$ cat config.mk
export PLATFORM = sky130hd
export DESIGN_NAME = wms_ram
export DESIGN_NICKNAME = d
export VERILOG_FILES = /design/src/design/wms_ram.sv
export SDC_FILE = /design/constraint.sdc
export NUM_CORES = 1
export LEC_CHECK = 0
export BUFFER_PORTS_ARGS = -buffer_cell sky130_fd_sc_hd__buf_2
export CAP_MARGIN = 20
export CELL_PAD_IN_SITES_DETAIL_PLACEMENT = 1
export CELL_PAD_IN_SITES_GLOBAL_PLACEMENT = 2
export CORE_MARGIN = 2
export CORE_UTILIZATION = 52
export DETAILED_ROUTE_END_ITERATION = 8
export PLACE_DENSITY = 0.83
export SETUP_SLACK_MARGIN = 0.3
export SYNTH_ARGS = -nofsm -noshare
export SYNTH_HDL_FRONTEND = slang
export SYNTH_SLANG_ARGS = --single-unit
$ cat constraint.sdc
create_clock -name i_clk -period 3 [get_ports i_clk]
set_clock_uncertainty 0.2 [all_clocks]
set_input_delay 0.15 -clock i_clk [delete_from_list [all_inputs] [get_ports i_clk]]
set_output_delay 0.15 -clock i_clk [all_outputs]
set_load 0.02 [all_outputs]
$ cat src/design/wms_ram.sv
// Generic single-port-write RAM with registered read.
// No dependencies.
module wms_ram #(
    parameter int WIDTH = 8,
    parameter int DEPTH = 16
) (
    input  logic                     i_clk,
    input  logic                     i_we,
    input  logic [$clog2(DEPTH)-1:0] i_waddr,
    input  logic [WIDTH-1:0]         i_wdata,
    input  logic [$clog2(DEPTH)-1:0] i_raddr,
    output logic [WIDTH-1:0]         o_rdata
);
    logic [WIDTH-1:0] r_mem [DEPTH];

    always_ff @(posedge i_clk) begin
        if (i_we) begin
            r_mem[i_waddr] <= i_wdata;
        end
        o_rdata <= r_mem[i_raddr];
    end
endmodule

; ---- Word-level counts from Yosys, hierarchy flattened
; Memories as Yosys holds them, arrays and structs flattened. A register that Yosys moved wholly into a read port is not among the register bits.
; Cells that the tools add are included.
[totals]
ff_bits = 0
ramBits = 128
inputBits = 18
n_memories = 1
[mem_list]
columns = name, words, word_bits, read_ports, rd_clocked_by_memory_dff, write_ports, line
row1 = r_mem, 16, 8, 1, 1, 1, 14  ; logic [WIDTH-1:0] r_mem [DEPTH];
[op_classes]
muxes = 2
[op_table]
columns = cell, count
row1 = two-way mux 1 bit, 2

; ---- Longest topological paths before layout
[logic_depth]
word_depth = 2
ltp_mapped = 5
depth_no_buf = 3

; ---- Worst setup path before layout
; Ideal clock, no wire load.
[synth_timing]
kind = in2reg
from = in i_waddr[2]
to = mem r_mem[0][0] (enable)
setup_time_ns = 0.383
arrival_ns = 1.260
required_time_ns = 2.417
slack_ns = 1.157
stages = 2
n_path_buf = 0
cell_sequence = or3b_2 -> nor3_1
[synth_lines]
columns = item, line
row1 = "start, declared", 9  ; input logic [$clog2(DEPTH)-1:0] i_waddr,
row2 = "end, declared", 14
; Straight into the memory's write port.

; ---- Final worst setup path
[layout_timing]
from = in i_waddr[0]
to = mem r_mem[6][1] (enable)
; Straight into the memory's write port.

==> metrics.txt <==
Worst EP required 2.94 ns; total grt overflow 0; end of the worst hold path r_mem[1][5]; CTS tree done; P&R area growth vs syn 21.0%; area leader, netlist edfxtp_1; power consumption 4.79 mW; num rows 36; reg-to-reg endpoint o_rdata[5]; CTS root buf clkbuf_8; DRT Pass-1 Iters 4; CP Max Fanout 8; Final Hold Viols 0; largest net degree at the start of global routing 33; setup TNS 0 ns; share of cells above drive strength 1 28.4%; All-Layer GR Usage 23.2%; Ys Warns 0; Final Cycle Share 63.3%; first-pass GRT wire length about 17,000 um; Num CTS Buffers 17; Bufs on Longest Clock Path 2; fin. max-slew vios 0; FF-to-FF path depth 3; HP Class in2reg; post-CTS setup buffers 0; clk slew on worst S/H paths 0.06 ns; VDD IR max 0.000396 V; vias in the first global route ~2,700; routability cong. 0.687; critical path, cell by cell dlygate4sd3_1, buf_2, nand2b_1, nor2_1; I/O pin count 26; Crit-path slowest cell nor2_1; Core ar. 9680 sq um; syn_area_per_cell 22.5 sq um; Seq/Total Area, Yosys 77.8%; Mapped Area 5150 sq um; #FFs+latches synth 136; Die Area between 10,000 and 15,000 sq um; drt via density a little under 6; Initial Utilization 53.2%; Lkg Pwr 2.12 nW; 1st-iter DRT viols 168; total wire length around 11,000 um; critical path launch point type primary input; Worst EP arrival around 1.8 ns; via count between 2,000 and 2,500; most numerous cell in the Yosys netlist edfxtp_1; nets ~300; Skew-Pair Late Insertion Delay between 0.5 and 0.6 ns; HP Start i_waddr[3]; DP HPWL 6220 um; Port Buf Inserts 25; maxcap violations 0; initial antenna violation count 0; Worst Max-Slew Pin Slew 1.03 ns; Synth top cells by count edfxtp_1, mux4_2, a22oi_1, mux4_1, nor2_1; Filler Cell Count 788; number of diodes 0; setup violation total in the final timing report 0; r2r setup slk 1.38 ns; Synth area leaders edfxtp_1, mux4_2, mux4_1, dfxtp_1, a22oi_1; Top FF cell, synth edfxtp_1; CTS H-tree depth 4; # DRC 0; type of destination of the critical path flip-flop; hold path depth 3; ys async rst share 0%; width of the die 103 um; CTS Sinks ~140; share of the synthesized area in the top cell type 74.7%; RSZ-0062 raised after global routing no; Fmax 0.526 GHz; delay of the slowest cell on the worst path 0.80 ns; Worst R2R Start r_mem[0][5]; Die Y roughly 100 um; status complete, no violations; Distinct cells, synth 19; Rel. slew slack 31.2%; critical path type in2reg; post-synth net total 247; Post-Syn Instances between 200 and 250; EDFF count, synth 128; Post-DRT Antenna Nets 0; Final Critical Period around 1.9 ns; WL per Instance between 20 and 30 um; PwrDens 770 nW/um^2
-- per-stage QoR --
step	instances	area (sq um)	setup slack, ns	util [%]	hold slack (ns)
finish	429	6230	1.10	64.3	0.0832
floorplan	229	5150	1.16	-	0.0489
detailed placement	385	5410	0.704	55.9	0.357
global route	429	6230	1.07	64.3	0.105
CTS	429	6230	1.15	64.3	0.0559
global placement	385	5410	0.740	55.9	0.338
-- worst max-delay path by stage --
stage               slack [ns]  startpoint     endpoint
floorplan                 1.16  i_waddr[2]  r_mem[0][0]
global placement          0.74  i_raddr[0]   o_rdata[4]
detailed placement        0.70  i_raddr[0]   o_rdata[4]
CTS                       1.15  i_waddr[0]  r_mem[6][6]
global route              1.07  i_waddr[0]  r_mem[6][1]
finish                    1.10  i_waddr[0]  r_mem[6][1]
-- layer usage --
layer  up-vias  share of wire (%)  wire length [um]  GRT usage (%)
met5         -                  0                 0              0
met4         0                2.2               243           10.4
met3        20                4.3               478           6.45
met2        84                 50              5560           35.1
met1      1312                 43              4830           32.0
li1       1080                  -                 -              -
-- where the power goes --
group          leakage [nW]  switching (mW)  internal [mW]
registers              1.22          0.0137           2.12
logic                 0.565           0.128         0.0886
clock network         0.329           0.805           1.63
total                  2.12           0.947           3.85
-- layout make-up --
class | count | area [sq um] | share of cell area [%]
Multi-Input combinational cell | 83 | 1060 | 17.0
Clock buffer | 18 | 428 | 6.87
Sequential cell | 136 | 4000 | 64.3
Tap cell | 133 | 166 | 2.67
Clock inverter | 14 | 268 | 4.30
Timing Repair Buffer | 45 | 305 | 4.90
-- layout by cell type (no fill, tap or decap) --
cell type,count
nor2b_1,1
nand3_1,1
clkinv_4,1
clkinvlp_4,3
clkbuf_16,16
inv_6,3
or3b_2,1
clkbuf_8,2
nor3_1,4
mux4_2,18
dlygate4sd3_1,12
nor2_1,13
edfxtp_1,128
bufinv_16,7
buf_4,8
and2b_1,1
buf_2,25
nand3b_1,2
mux4_1,14
dfxtp_1,8
nand2_1,9
and2_1,1
nand2b_1,2
a22oi_1,16
-- critical path, delay by kind of cell --
kind	cells	cell delay (ns)
buf+inv	2	0.69
simple gates	2	1.00
-- logic make-up (layout without fill, tap and decap cells) --
family / Yosys count / after routing / share of synthesized area (%)
flip-flops: 136 / 136 / 77.8
AND/OR/NAND/NOR: 35 / 35 / 3.18
multiplexers: 32 / 32 / 15.0
AO/OA/AOI/OAI: 16 / 16 / 2.33
buffers and inverters: 10 / 77 / 1.68
-- timing repair --
action,4_1_cts,5_1_grt
gates resized for setup,0,0
setup endpoints to repair,0,0
hold endpoints to repair,161,0
hold buffers,12,0
-- registers in the layout, indices dropped and copies added, names as in the netlist --
signal / flops
r_mem: 128
o_rdata: 8
(Power assumes the default switching activity.)
