$ cat config.mk
export PLATFORM = sky130hd
export DESIGN_NAME = wms_div
export DESIGN_NICKNAME = d
export VERILOG_FILES = /design/src/design/wms_div.sv
export SDC_FILE = /design/constraint.sdc
export NUM_CORES = 1
export LEC_CHECK = 0
export BUFFER_PORTS_ARGS = -buffer_cell sky130_fd_sc_hd__buf_2
export CAP_MARGIN = 20
export CORE_MARGIN = 3
export CORE_UTILIZATION = 60
export CTS_BUF_LIST = sky130_fd_sc_hd__clkbuf_8
export CTS_CLUSTER_SIZE = 20
export DETAILED_ROUTE_END_ITERATION = 6
export PLACE_DENSITY = 0.87
export SYNTH_ARGS = -nofsm -noshare
export SYNTH_HDL_FRONTEND = slang
export SYNTH_SLANG_ARGS = --single-unit
export TNS_END_PERCENT = 20
$ cat constraint.sdc
create_clock -name i_clk -period 6.27 [get_ports i_clk]
set_clock_uncertainty 0.2 [all_clocks]
set_input_delay 1.881 -clock i_clk [delete_from_list [all_inputs] [get_ports i_clk]]
set_output_delay 1.881 -clock i_clk [all_outputs]
set_load 0.005 [all_outputs]
$ cat src/design/wms_div.sv
// Restoring divider, one quotient bit per cycle: 57-bit dividend, 37-bit divisor.
// Depends on nothing.
module wms_div (
    input  logic        i_clk,
    input  logic        i_rst_n,
    input  logic        i_start,
    input  logic [56:0] i_num,
    input  logic [36:0] i_den,
    output logic        o_done,
    output logic [56:0] o_quot
);
    logic [56:0] r_q, n_q;
    logic [37:0] r_rem, n_rem;
    logic [5:0]  r_cnt, n_cnt;
    logic        r_busy, n_busy;
    logic        r_done, n_done;
    logic [37:0] shifted;

    always_comb begin
        n_q     = r_q;
        n_rem   = r_rem;
        n_cnt   = r_cnt;
        n_busy  = r_busy;
        n_done  = 1'b0;
        shifted = {r_rem[36:0], r_q[56]};
        if (i_start) begin
            n_q    = i_num;
            n_rem  = '0;
            n_cnt  = 6'd56;
            n_busy = 1'b1;
        end else if (r_busy) begin
            if (shifted >= {1'b0, i_den}) begin
                n_rem = shifted - {1'b0, i_den};
                n_q   = {r_q[55:0], 1'b1};
            end else begin
                n_rem = shifted;
                n_q   = {r_q[55:0], 1'b0};
            end
            n_cnt = r_cnt - 6'd1;
            if (r_cnt == 6'd0) begin
                n_busy = 1'b0;
                n_done = 1'b1;
            end
        end
    end

    always_ff @(posedge i_clk) begin
        if (!i_rst_n) begin
            r_busy <= 1'b0;
            r_done <= 1'b0;
        end else begin
            r_busy <= n_busy;
            r_done <= n_done;
        end
        r_q   <= n_q;
        r_rem <= n_rem;
        r_cnt <= n_cnt;
    end

    assign o_done = r_done;
    assign o_quot = r_q;
endmodule

=== After elaboration in Yosys (flattened, before gate mapping) ===
Cells that the tools add are included.
W data, S select, Z words.

* Output and inout bits: 58
* Bits in registers: 102
* Logic and storage cells: 21
* Bits of input ports: 97

* Add/sub/neg operators: 2
* Reduce and logical (&&, ||, !) cells: 3
* Magnitude comparators: 1
* Mux-type cells: 8
* Bitwise gates (word level): 2

{| class="wikitable"
|+ Operators by type and width
! kind !! count
|-
| $mux W57 || 2
|-
| $ge A38 B37 Y1 || 1
|-
| $mux W37 || 1
|-
| $sub A37 B37 Y37 || 1
|-
| $logic_not A6 Y1 || 1
|-
| $sub A6 B1 Y6 const B || 1
|-
| $mux W1 || 5
|-
| $reduce_or A3 Y1 || 1
|-
| $not A1 Y1 || 2
|-
| $reduce_bool A2 Y1 || 1
|}

=== Longest topological paths before layout ===
* Word-level depth: 4
* Mapped depth: 14
* Gate-level depth less buffers: 12

=== Least setup slack after synthesis ===
No wires, ideal clock.

* Path kind: input port to flip-flop
* Start point: input port i_den[0]
* End point: register r_q[0], in the netlist o_quot[0], data pin
* Path buffers: 1
* Required time: 5,810 ps
* Slack: 1,681 ps
* Library setup time: 260 ps
* Data arrival time: 4,129 ps
* Stages on the path: 11
* Path through: ha_1 inv_1 fa_1 a21oi_1 o22ai_1 o31ai_4 nor4_4 o211ai_2 nand2_1 clkbuf_1 mux2_2

* Cells in the longest elaborated chain, start to end: 4

{| class="wikitable"
|+ RTL lines
! what !! line !! RTL
|-
| from (decl) || 8 || <nowiki>input logic [36:0] i_den,</nowiki>
|-
| $ge A38 B37 Y1 || 32 || <nowiki>if (shifted >= {1'b0, i_den}) begin</nowiki>
|-
| $mux W1 || 32 ||
|-
| $mux W57 || 31 || <nowiki>end else if (r_busy) begin</nowiki>
|-
| $mux W57 || 26 || <nowiki>if (i_start) begin</nowiki>
|-
| via n_q[0] || 12 || <nowiki>logic [56:0] r_q, n_q;</nowiki>
|-
| to (signal assigned) || 55 || <nowiki>r_q <= n_q;</nowiki>
|-
| to (decl) || 12 ||
|}

The timed path passes the listed nets, and every way through them passes these cells. The select of a mux whose other input is x is not followed.
A chain may end at the register's enable or synchronous reset.

=== Worst setup path after layout ===
* Start point: input port i_den[0]
* End point: register r_rem[2]

* Cells in the longest elaborated chain, start to end: 2
* Elaborated cells on any way between the ends: 3
* Classes of those cells: 1 x add/sub; 1 x order compare; 1 x mux

{| class="wikitable"
|+ RTL lines
! what !! line !! RTL
|-
| $sub A37 B37 Y37 / $ge A38 B37 Y1 (equally long branches) || 33, 32 ||
|-
| $mux W37 * || 32 ||
|-
| to (signal assigned) || 56 || <nowiki>r_rem <= n_rem;</nowiki>
|-
| to (decl) || 13 || <nowiki>logic [37:0] r_rem, n_rem;</nowiki>
|}

Mark *: on every way between the ends. The rest lies on a longest branch, timed or not.

==> summary by stage <==
Clocking
No sink is reached through more buffers than the 2 on the longest clock path. CTS placed an instance of clkbuf_8 at the clock tree root. The clock-pin transition on the worst setup and hold timing paths is 80 ps.

The CTS buffer count is 9. The clock drives 102 sinks. The clock reaches the later pin of the worst-skew pair after 380 ps. The count of hold buffers inserted by post-cts repair is 0. The H-tree depth reported by CTS is 3. The quantity of gates resized following cts is 0. The CTS tree is built. The number of setup buffers added after CTS is 0.

Global routing
The via count of the first global-routing pass is between 5000 and 6000. For this run, global-route usage on met2 was measured as 44.5%. For met3 alone, demand over resource in global routing was between 4 and 5%. For met1 alone, demand over resource in global routing was approximately a third. The global-route wire length before repair is 27.9 mm.

The global routing's busiest layer is met2. Summed over all layers, the global routing overflow is 0. Global routing consumed, over all layers together, 26.3% of the routing resources.

Entering global routing, the biggest net connects 73 pins. The number of antenna violations at the first check in global routing is 0.

Run status
The flow ran to the end, and the final reports show no timing, DRC or antenna violations.

Synthesis
Dividing the synthesized area by the synthesized cell count gives 9.34 sq um. After synthesis, the cell types taking the most area are edfxtp_1 25%, dfxtp_1 13%, mux2_2 9.2%. In the post-synthesis netlist, the cell with the most instances is nand2_1. In this run, synthesis inferred 57 flip-flops with an integrated enable.

The synthesized design contains 102 register bits. The summed instance area of the synthesized netlist is approximately 0.0070 sq mm. Yosys mapped the design onto 73 distinct sky130hd cell types. Synthesis handed over a netlist of around 750 instances. The sequential area share after synthesis is 37.5%.

The leading register cell type out of synthesis is edfxtp_1. After synthesis, the most frequently instantiated cells are 90 x nand2_1, 59 x nor2_1, 57 x edfxtp_1, 57 x mux2_2, 49 x inv_1. Counting every net in the synthesized netlist gives ~880. The biggest area consumer among synthesized cells is edfxtp_1. The Yosys step of the flow raised 0 warnings.

The share of the synthesized area in the top cell type is roughly a quarter. The proportion of register bits with asynchronous set or reset after synthesis is 0%.

Floorplanning
For this configuration, the core starts out at a cell density of 62.8%. The die is 114 microns tall. The horizontal extent of the die is around 110 microns. After floorplanning, the core was divided into 38 placement rows. After floorplanning, the core was sized to cover 0.0111 sq mm. For this design the top-level I/O count stands at 155. The floorplan step defined a die boundary enclosing 0.0129 sq mm.

Power and ir drop
The static power due to leakage is 0.00341 uW. Power spread over the standard cell area amounts to 229 mW/mm^2. The post-route total power is ~1800 uW. Across the VDD grid, the largest voltage drop is 0.143 mV.

STA
In the finished design, the share of the clock period the worst path needs comes to about three quarters. The final hold slack is approximately 280 ps. The normalized max-slew margin is 31.5%. Setup repair after global routing left no endpoint under its margin. For this run, the top clock speed supported by timing is 208 MHz.

The post-route setup TNS is 0 ps. The clock period could shrink to 4820 ps. Setup slack on the critical path of the routed design comes to 1450 ps. The total count of max-transition violations in the final report is 0. The actual slew at the worst max-slew pin is 1020 ps. Setup violations remaining at the end of the flow were counted as 0. The final-report hold violation count is 0.

Placement
The weighted congestion reported at the end of routability-driven placement is 0.914. The HPWL after detailed placement is 12.9 mm. Timing analysis after detailed placement gives a worst setup slack of roughly 1100 ps.

In this run, placement finished with an instance count of 1001. The total of buffers placed on input and output ports is 154.

Route
The number of detailed-routing iterations run before antenna repair is 6. The routed layout has roughly 6100 vias. The DRC violations left is 0. The final antenna-violating net count is 0. The total wire length after detailed routing is 17.4 mm.

The routed via count divided by cell count is around 6. The routed length per instance is 17.1 microns. The detailed router's first-iteration violation count is 520.

Finish
The number of antenna diodes in the final layout is 0. Of the cells placed in the final design, the portion with a size suffix greater than 1 is 30.3%. The storage element area is 0.00261 sq mm.

In the final layout, the multi-input gates occupy slightly below 0.004 sq mm. In the final design database the tool counted 1009 nets. The non-filler instance count after layout is 1017. The area overhead of the layout relative to synthesis is 14.1%. The layout filler cell count is around 830.

Min path
The worst hold path belongs to the class reg2reg. The worst hold path terminates at r_cnt[0]$_SDFFE_PP0P_. The launch instance of the worst min-delay path is r_cnt[0]$_SDFFE_PP0P_.

The number of stages on the worst hold path is 2.

Worst setup path
The cell count of the worst reg-to-reg path is 13. The slowest library cell on the worst path is o31ai_4. The path type of the worst setup path is in2reg. STA classifies the critical path startpoint as an input port.

STA puts the critical path data arrival time at 4820 ps. The critical path goes through buf_2 -> ha_1 -> inv_1 -> fa_1 -> a21oi_1 -> o22ai_1 -> o31ai_4 -> nor4_4 -> o211ai_2 -> nand2_1 -> buf_4 -> o211ai_1 -> a21oi_1. The maximum cell stage delay along the critical path is between 400 and 500 ps. The reg-to-reg startpoint is o_quot[56]$_DFFE_PP_. STA classifies the critical path endpoint as a flip-flop. The worst flop-to-flop path endpoint is r_rem[2]$_SDFFE_PP0P_. The cell family contributing the most delay on the critical path is compound AO/OA/AOI/OAI gates. The number of buffers and inverters on the critical path is 3. The largest fanout on the critical path is 23. The worst register-to-register path has a setup slack of ~2500 ps. The required time of the critical path is 6280 ps. The cell that appears most often on the critical path is a21oi_1.

Run
Across the run, the number of max-cap violations was 0.
## cell families (layout without fill, tap and decap cells)
logic type	after synthesis	after routing	synth area share [%]
AOI/OAI and AO/OA	183	183	20.2
xor gates and xnor gates	24	24	3.02
adders and majority gates	40	40	7.30
buffers and inverters	93	225	5.66
DFF	102	102	37.5
muxes	60	60	9.65
and+or+nand+nor	243	243	16.6
## flip-flops by register name (all words and copies together), names as in the netlist
name	flops
o_done	1
o_quot	57
r_busy	1
r_cnt	6
r_rem	37
## layout by cell type (no fill, tap or decap), types with 15 or more instances in the layout
| cell | netlist | routed |
|---|---|---|
| xnor2_1 | 15 | 15 |
| nor3_1 | 15 | 15 |
| mux2_2 | 57 | 57 |
| nand2_1 | 90 | 89 |
| o21ai_0 | 28 | 28 |
| edfxtp_1 | 57 | 57 |
| buf_2 | 10 | 153 |
| ha_1 | 39 | 39 |
| a311oi_2 | 18 | 18 |
| dfxtp_1 | 45 | 44 |
| nand4_1 | 16 | 16 |
| a21oi_1 | 48 | 48 |
| inv_1 | 49 | 50 |
| nand3_1 | 22 | 22 |
| nor2_1 | 59 | 59 |
## worst max path at each step
stage	start	to	cells after the start
floorplan	i_den[0]	o_quot[0]$_DFFE_PP_	11
global placement	i_den[0]	r_rem[2]$_SDFFE_PP0P_	13
detailed placement	i_den[0]	r_rem[10]$_SDFFE_PP0P_	13
CTS	i_den[0]	r_rem[10]$_SDFFE_PP0P_	13
global route	i_den[0]	r_rem[10]$_SDFFE_PP0P_	13
finish	i_den[0]	r_rem[2]$_SDFFE_PP0P_	13
## worst min-delay path, stage by stage, from the launching register on
cell and delay (ps):
dfxtp_1 310, nand2_1 60, a21oi_1 60
## stage by stage
step,area (sq um),utilization (%)
global route,7940,71.7
CTS,7940,71.7
global placement,7740,69.9
detailed placement,7740,69.9
floorplan,6960,-
finish,7940,71.7
## power by group
part           total [uW]  switching, uW  internal, uW
Combinational         563            325           238
Sequential            826           42.7           783
Clock                 433            243           190
## layout make-up
cell class,instances,area share (%)
inverter,51,2.41
clock buffer,9,1.56
timing repair buffer,158,10.1
sequential,102,32.9
tap,140,2.21
multi-input combinational,550,49.8
clock inverter,7,1.02
## per-layer routing
| metal | wire [microns] | share of wire [%] |
|---|---|---|
| met5 | 0 | 0 |
| met4 | 371 | 2.1 |
| met3 | 1150 | 6.6 |
| met2 | 8320 | 48 |
| met1 | 7540 | 43 |
Note: power is estimated with default switching activity, not from simulation.
