`config.mk`:
```
export PLATFORM = sky130hd
export DESIGN_NAME = wms_sqrt
export DESIGN_NICKNAME = d
export VERILOG_FILES = /design/src/design/wms_sqrt.sv
export SDC_FILE = /design/constraint.sdc
export NUM_CORES = 1
export LEC_CHECK = 0
export ABC_AREA = 1
export BUFFER_PORTS_ARGS = -buffer_cell sky130_fd_sc_hd__buf_2
export CAP_MARGIN = 20
export CORE_MARGIN = 4
export CORE_UTILIZATION = 40
export DETAILED_ROUTE_END_ITERATION = 7
export SLEW_MARGIN = 20
export SYNTH_ARGS = -nofsm -noshare
export SYNTH_HDL_FRONTEND = slang
export SYNTH_SLANG_ARGS = --single-unit
```
`constraint.sdc`:
```
create_clock -name i_clk -period 5.45 [get_ports i_clk]
set_clock_uncertainty 0.15 [all_clocks]
set_input_delay 1.09 -clock i_clk [delete_from_list [all_inputs] [get_ports i_clk]]
set_output_delay 1.09 -clock i_clk [all_outputs]
set_load 0.05 [all_outputs]
```
`src/design/wms_sqrt.sv`:
```
// Bit-serial integer square root, one result bit per cycle.
// Depends on nothing.
module wms_sqrt (
    input  logic        i_clk,
    input  logic        i_rst_n,
    input  logic        i_start,
    input  logic [49:0] i_value,
    output logic        o_done,
    output logic [24:0] o_root
);
    logic [49:0] r_rem, n_rem;
    logic [49:0] r_root, n_root;
    logic [49:0] r_bit, n_bit;
    logic        r_busy, n_busy;
    logic        r_done, n_done;
    logic [49:0] trial;

    always_comb begin
        n_rem  = r_rem;
        n_root = r_root;
        n_bit  = r_bit;
        n_busy = r_busy;
        n_done = 1'b0;
        trial  = r_root + r_bit;
        if (i_start) begin
            n_rem  = i_value;
            n_root = '0;
            n_bit  = 50'd1 << 48;
            n_busy = 1'b1;
        end else if (r_busy) begin
            // partial root is scaled by the current bit; it settles once bit reaches 1
            if (r_rem >= trial) begin
                n_rem  = r_rem - trial;
                n_root = (r_root >> 1) + r_bit;
            end else begin
                n_root = r_root >> 1;
            end
            n_bit = r_bit >> 2;
            if (r_bit == 50'd1) begin
                n_busy = 1'b0;
                n_done = 1'b1;
            end
        end
    end

    always_ff @(posedge i_clk) begin
        if (!i_rst_n) begin
            r_busy <= 1'b0;
            r_done <= 1'b0;
        end else begin
            r_busy <= n_busy;
            r_done <= n_done;
        end
        r_rem  <= n_rem;
        r_root <= n_root;
        r_bit  <= n_bit;
    end

    assign o_done = r_done;
    assign o_root = r_root[24:0];
endmodule

```
* Word-level counts from Yosys, hierarchy flattened
Index checks and enable logic that the tools add are counted.
Cells by class: add/sub/neg operators 3, magnitude comparators 1, equality and inequality tests 1, multiplexer cells 8, bitwise gates (word level) 2, reductions and logical operators 4
Operators with widths (number):
- 2-to-1 mux 50 bit | 4
- adder 49 x 49 -> 50 bit | 1
- adder 50 x 49 -> 50 bit | 1
- greater-or-equal comparator 50 bit | 1
- subtractor 50 bit | 1
- equality test 25 x 1 -> 1 bit (second input constant) | 1
- 2-to-1 mux 1 bit | 4
- nonzero test 2 bit | 2
- OR reduction 3 bit | 1
- NOT 1 bit | 2
- AND reduction 2 bit | 1
Word-level totals: register bits 127, input port bits 53, logic and storage cells 24

* Logic depth before layout (Yosys ltp)
Gate-level depths: netlist (run 1).
depth in word-level cells 5, gate-level depth with buffers 31, mapped depth without buffers 30

* Worst setup path after synthesis (run 1)
OpenSTA, ideal clock, no wires.
path type register to register, start point register r_root[8], end point register r_rem[0], enable pin, setup time 409 ps, data arrival time 4303 ps, required time 4891 ps, slack 588 ps, cell stages (with the launch flop) 24, buffers on the path 1, period minus slack after synthesis 4862 ps, path through dfxtp_1 > ha_1 > nand2_1 > o21ai_0 > inv_1 > nor2_1 > inv_1 > nand2_1 > nand2_1 > nand2_1 > a21o_1 > nand2_1 > nand3b_1 > nand2_1 > ha_1 > nand2_1 > nor2_1 > nand2_1 > nor3_2 > nand2_2 > nand3_4 > buf_8 > nand2_4 > nand2_1
Between the ends: cells in the longest elaborated chain, start to end 4
Ends and longest elaborated chain:
- from (decl) | line 12 | logic [49:0] r_root, n_root;
- from (signal assigned) | line 55 | r_root <= n_root;
- adder 50 x 49 -> 50 bit | line 24 | trial = r_root + r_bit;
- greater-or-equal comparator 50 bit | line 32 | if (r_rem >= trial) begin
- nonzero test 2 bit (no source line)
- AND reduction 2 bit (no source line)
- to (signal assigned) | line 54 | r_rem <= n_rem;
- to (decl) | line 11 | logic [49:0] r_rem, n_rem;
Every way passes these cells. A chain may end at the register's enable or synchronous reset.

* Final worst setup path (run 1)
start point register r_root[16], end point register r_rem[5], enable pin
The elaborated chain is that of the path after synthesis.

==> impl_metrics.toml, run 1 <==
[status]
status = "complete, no violations"

[setup_path]
worstPathRequired_ps = 5420
critPathSlowestCell = "dfxtp_1"
rrSetupSlack_ps = 410
critPathLaunch = "r_root[16]$_SDFFE_PP0P_"
startpoint_type = "register"
rr_endpoint = "r_rem[5]$_DFFE_PP_"
critPathMaxFanout = 50
critPathKind = "reg -> reg"
ff2ff_path_depth = 21
cp_cell_sequence = "ha_1 > nand2_1 > o21ai_0 > nand2_1 > o21ai_0 > nand2_1 > o211ai_1 > a21o_1 > nand2_1 > nand3b_1 > nand2_1 > ha_1 > nand2_1 > nor2_1 > nand2_1 > nor3_2 > nand2_2 > nand3_4 > nand2_4 > nand2_2 > buf_12"
r2r-start = "r_root[16]$_SDFFE_PP0P_"
cpMostUsedCell = "nand2_1"
crit_path_max_incr_delay_ps = 410
worst-path-buf-inv = 1
endpoint_kind = "register"
critical-path-top-delay-family = "simple AND/OR/NAND/NOR gates"
cp.arrival_ps = 5010

[route]
routed_wl_mm = 54.0
routed-via-count = 15906
ant_nets = 0
drcViolationCount = 0
firstDrtPassIters = 6
vias_per_cell = 5.34
wire_per_inst_um = 18.1
drtIter0Drc = 1189

[clocking]
clkTransAtPathRegs_ps = 70
cts_root_buf = "clkbuf_16"
cts.sinks = 127
postCtsSetupRepairBufs = 0
numCtsBuffers = 17
insertion_delay_ps = 460
cts_tree = "yes"
postCtsHoldBufs = 0
htreeDepth = 4
cts.path.max_buffers = 2

[timing]
tightest_slew_ps = 1040
max-slew-margin-rel_pct = 30.5
min_period_ps = 5040
max_freq_mhz = 199
fin_crit_sh_pct = 92.4
setup_tns_ps = 0
final-hold-violation-count = 0
whs_ps = 340
setup_viol = 0
drv_slew = 0
rsz0062_at_grt = "false"

[yosys]
synth.distinct_cells = 45
synthCells = 2454
synth_seq_cells = 127
synth_xor_area_share_pct = 4.67
synth_top_family_by_area = "simple AND/OR/NAND/NOR gates"
syn_area_per_cell_um2 = 5.89
synth_area_um2 = 14400
yosys.area_share.simple_pct = 38.7
synth_edf_count = 50
syn-num-nets = 2610
synth-compound-area-share_pct = 15.1
yosys_warnings = 0
synth-main-ff-cell = "dfxtp_1"
synthMuxAreaShare_pct = 0
ys_async_sr_fraction_pct = 0
ys_seq_area_share_pct = 21.1
synth_fa_ha_area_share_pct = 8.97

[placed_design]
dp_cells = 2947
routabilityCongestion = 0.974
io_buffers = 78
dp_hpwl_mm = 43.8

[die]
fp.dieW_um = 198
initial_utilization_pct = 40.6
die_h_um = 198
die-area_um2 = 39200
coreArea_um2 = 35600
io_pins = 79
num_rows = 69

[pwr]
peakVddDrop_mv = 0.245
powerDensity_nw_per_um2 = 440
cellLeakagePower_nw = 7.17

[finish]
final_cells = 2979
nNetsFinal = 2661
final_cell_mix = "nand2_1, inv_1, nor2_1"
layout-drive-gt1-share_pct = 6.91
areaGrowthSynthToFinish_pct = 9.63
final_common_cell = "nand2_1"
antenna_cells = 0

[min_path]
hold_path_startpoint = "r_root[0]$_SDFFE_PP0P_"
whs_endpoint = "r_root[0]$_SDFFE_PP0P_"
hold_class = "reg -> reg"
whs_path_depth = 2

[grt]
antenna_found_initial = 0
grt_pass1_wl_mm = 83.6
grt_overflow_total = 0
grt_pass1_vias = 15361
grt_max_degree = 80
track_usage_pct = 27.4

[flow_run]
drv_cap = 0
[flip-flops by register name, indices dropped and copies added (netlist names)]
signal	cells
r_rem	50
r_bit	25
r_root	50
o_done	1
r_busy	1
[worst max-delay path by stage]
stage	endpoint	slack [ps]	cells past startpoint
after global routing	r_rem[5]$_DFFE_PP_	50	23
final	r_rem[5]$_DFFE_PP_	410	21
after CTS	r_rem[5]$_DFFE_PP_	470	21
after floorplan	r_rem[0]$_DFFE_PP_	590	23
after detailed placement	r_rem[5]$_DFFE_PP_	520	21
after global placement	r_rem[5]$_DFFE_PP_	630	21
[timing repair]
action,4_1_cts,5_1_grt
resized for setup,0,1
endpoints found under the hold margin,0,0
setup endpoints to repair,0,26
[tightest hold or removal path: stages, from the launching register on]
cell	delay [ps]
dfxtp_1	320
nand2_1	60
a21oi_1	60
[logic make-up (layout without fill, tap and decap cells)]
kind of cell,after synthesis,after routing
xor+xnor,77,77
simple gates,1339,1339
buf+inv,408,472
fa+ha+maj,103,103
flops,127,127
compound gates,400,400
[routing by layer]
layer	global-route usage [%]	wire length (um)	vias up	share of wire, %
met2	46.3	25200	484	47
li1	-	-	8052	-
met4	9.36	1810	0	3.3
met5	0	0	-	0
met3	3.16	2800	83	5.2
met1	36.3	24200	7287	45
[report_power, final]
part | switching (mW) | total [mW] | internal (mW)
clock network | 0.518 | 1.24 | 0.723
registers | 0.217 | 1.51 | 1.29
logic | 2.84 | 4.21 | 1.38
total | 3.57 | 6.97 | 3.39
[Yosys cell counts (6+ instances only)]
library cell	instances	share of area, %
a21boi_0	7	0.36
a21o_1	11	0.57
a21oi_1	167	5.8
a21oi_2	6	0.36
a31oi_1	7	0.30
buf_4	32	1.7
clkbuf_1	28	0.73
dfxtp_1	77	11
edfxtp_1	50	10
ha_1	102	8.8
inv_1	331	8.6
inv_2	8	0.21
nand2_1	743	19
nand2_2	6	0.26
nand3_1	192	6.7
nand3b_1	22	1.1
nand4_1	30	1.3
nor2_1	285	7.4
nor2_2	6	0.26
nor3_1	22	0.76
nor4_1	11	0.48
o211ai_1	12	0.62
o21a_1	7	0.36
o21ai_0	151	5.2
o21ai_1	10	0.35
o21bai_1	14	0.73
or2_2	9	0.39
xnor2_1	38	2.3
xor2_1	39	2.4
[metrics by stage]
| step | setup WS, ps | instance area (um^2) | util [%] | total power, mW |
|---|---|---|---|---|
| floorplan | 588 | 14400 | - | 4.53 |
| global placement | 625 | 15200 | 42.8 | 5.65 |
| detailed placement | 516 | 15200 | 42.8 | 5.67 |
| CTS | 473 | 15800 | 44.5 | 6.94 |
| global route | 54.7 | 15800 | 44.5 | 7.56 |
| finish | 414 | 15800 | 44.5 | 6.97 |
[area by class of cell]
type	count	area (um^2)
multi-input cells	1919	9740
clock inverters	12	146
inverters	339	1270
fillers	3896	19700
clock buffers	20	468
well taps	461	577
flip-flops and latches	127	3040
repair buffers	101	591
No activity file was read; power rests on OpenSTA's default activity.
==> run 2: changes to the inputs <==
--- a/config.mk
+++ b/config.mk
@@ -10,6 +10,7 @@
 export CAP_MARGIN = 20
 export CORE_MARGIN = 4
 export CORE_UTILIZATION = 40
+export CTS_BUF_LIST = sky130_fd_sc_hd__clkbuf_16
 export DETAILED_ROUTE_END_ITERATION = 7
 export SLEW_MARGIN = 20
 export SYNTH_ARGS = -nofsm -noshare
==> run 2 against run 1 <==
  * Maximum frequency rose by 0.26%
  * Critical path depth stayed put
  * Highest routed layer unchanged
  * Via count down 0.45%
  * Die area unchanged
  * Sequential share of layout area about the same
  * Setup slack better by 13 ps
  * Critical path type unchanged
  * Total power shrank 0.17%
  * Critical endpoint is now r_rem[14]$_DFFE_PP_
==> impl_metrics.toml, run 2 (same netlist as run 1, synthesis figures left out) <==
[status]
status = "complete, no violations"

[clocking]
cts_tree = "yes"
postCtsSetupRepairBufs = 0
cts.sinks = 127
postCtsHoldBufs = 0
clkTransAtPathRegs_ps = 70
insertion_delay_ps = 460
cts_root_buf = "clkbuf_16"
cts_resized = 0
htreeDepth = 4
numCtsBuffers = 17
cts.path.max_buffers = 2

[setup_path]
critPathKind = "reg -> reg"
startpoint_type = "register"
endpoint_kind = "register"
worstPathRequired_ps = 5420
critPathMaxFanout = 50
cp.arrival_ps = 4990

[die]
io_pins = 79
num_rows = 69
coreArea_um2 = 35600
initial_utilization_pct = 40.6
die-area_um2 = 39200
die_h_um = 198
fp.dieW_um = 198

[pwr]
finalPower_mw = 6.96
cellLeakagePower_nw = 7.16
powerDensity_nw_per_um2 = 439
peakVddDrop_mv = 0.246

[finish]
nNetsFinal = 2661
layout-drive-gt1-share_pct = 6.87
stdcell_area_um2 = 15800
final_cells = 2979
final_common_cell = "nand2_1"
fillers = 3896
areaGrowthSynthToFinish_pct = 9.56
utilization_pct = 44.5
largest_registers = "r_rem (50), r_root (50), r_bit (25)"
antenna_cells = 0
final_cell_mix = "nand2_1, inv_1, nor2_1"

[timing]
setup_viol = 0
final-hold-violation-count = 0
tightest_slew_ps = 1040
setup_tns_ps = 0
max_freq_mhz = 199
fin_crit_sh_pct = 92.2
rsz0062_at_grt = "false"
drv_slew = 0
min_period_ps = 5020
max-slew-margin-rel_pct = 30.7

[route]
vias_per_cell = 5.32
routed-via-count = 15834
drcViolationCount = 0
drtIter0Drc = 1203
wire_per_inst_um = 18.2
firstDrtPassIters = 5
routed_wl_mm = 54.1
ant_nets = 0

[placed_design]
io_buffers = 78
dp_cells = 2947
routabilityCongestion = 0.974
dpl-instance-area_um2 = 15200
dp_hpwl_mm = 43.8

[grt]
grt_pass1_wl_mm = 83.6
antenna_found_initial = 0
grt_pass1_vias = 15343
grt_overflow_total = 0
grt_max_degree = 80
track_usage_pct = 27.4

[min_path]
hold_class = "reg -> reg"

[flow_run]
drv_cap = 0
-- run 2: cell count changes in the layout (fill, tap and decap cells not counted) --
cell      change
inv_1         +1
clkinv_1      +1
clkbuf_8      -1
clkbuf_1      -1
-- run 2: area by class of cell --
| type | count | area [um^2] | share of cell area [%] |
|---|---|---|---|
| clock buffer | 18 | 450 | 2.85 |
| tap | 461 | 577 | 3.64 |
| multi-input combinational | 1919 | 9740 | 61.5 |
| timing repair buffer | 101 | 591 | 3.73 |
| clock inverter | 14 | 154 | 0.972 |
| sequential | 127 | 3040 | 19.2 |
| inverter | 339 | 1270 | 8.04 |
-- run 2: worst max-delay path, stage by stage (launching register included) --
cell	delay (ps)
dfxtp_1	410
ha_1	390
nand2_1	110
o21ai_0	340
nand2_1	160
o21ai_0	340
nand2_1	90
o211ai_1	130
a21o_1	150
nand2_1	80
nand3b_1	100
nand2_1	60
ha_1	370
nand2_1	120
nor2_1	210
nand2_1	160
nor3_2	220
nand2_2	270
nand3_4	220
nand2_4	120
nand2_2	130
buf_12	270
-- run 2: report_power, final --
group          internal, mW  switching, mW
clock network         0.707          0.522
logic                  1.38           2.84
registers              1.29          0.219
total                  3.38           3.58
-- run 2: through the flow --
stage | hold WS [ps] | worst slack, ps
finish | 340 | 427
global route | 348 | 56.3
CTS | 342 | 471
detailed placement | 333 | 516
global placement | 327 | 625
floorplan | 313 | 588
-- run 2: final timing paths --
check / from / endpoint / slack (ps) / cells after the start
hold / removal: r_root[0]$_SDFFE_PP0P_ / r_root[0]$_SDFFE_PP0P_ / 340 / 2
setup reg to reg: r_root[16]$_SDFFE_PP0P_ / r_rem[14]$_DFFE_PP_ / 430 / 21
hold reg to reg: r_root[0]$_SDFFE_PP0P_ / r_root[0]$_SDFFE_PP0P_ / 340 / 2
setup / recovery: r_root[16]$_SDFFE_PP0P_ / r_rem[14]$_DFFE_PP_ / 430 / 21
-- run 2: per-layer routing --
layer  share of wire (%)  track usage [%]
met5                   0                0
met4                 3.3             9.41
met3                 4.8             3.08
met2                  47             46.2
met1                  45             36.4
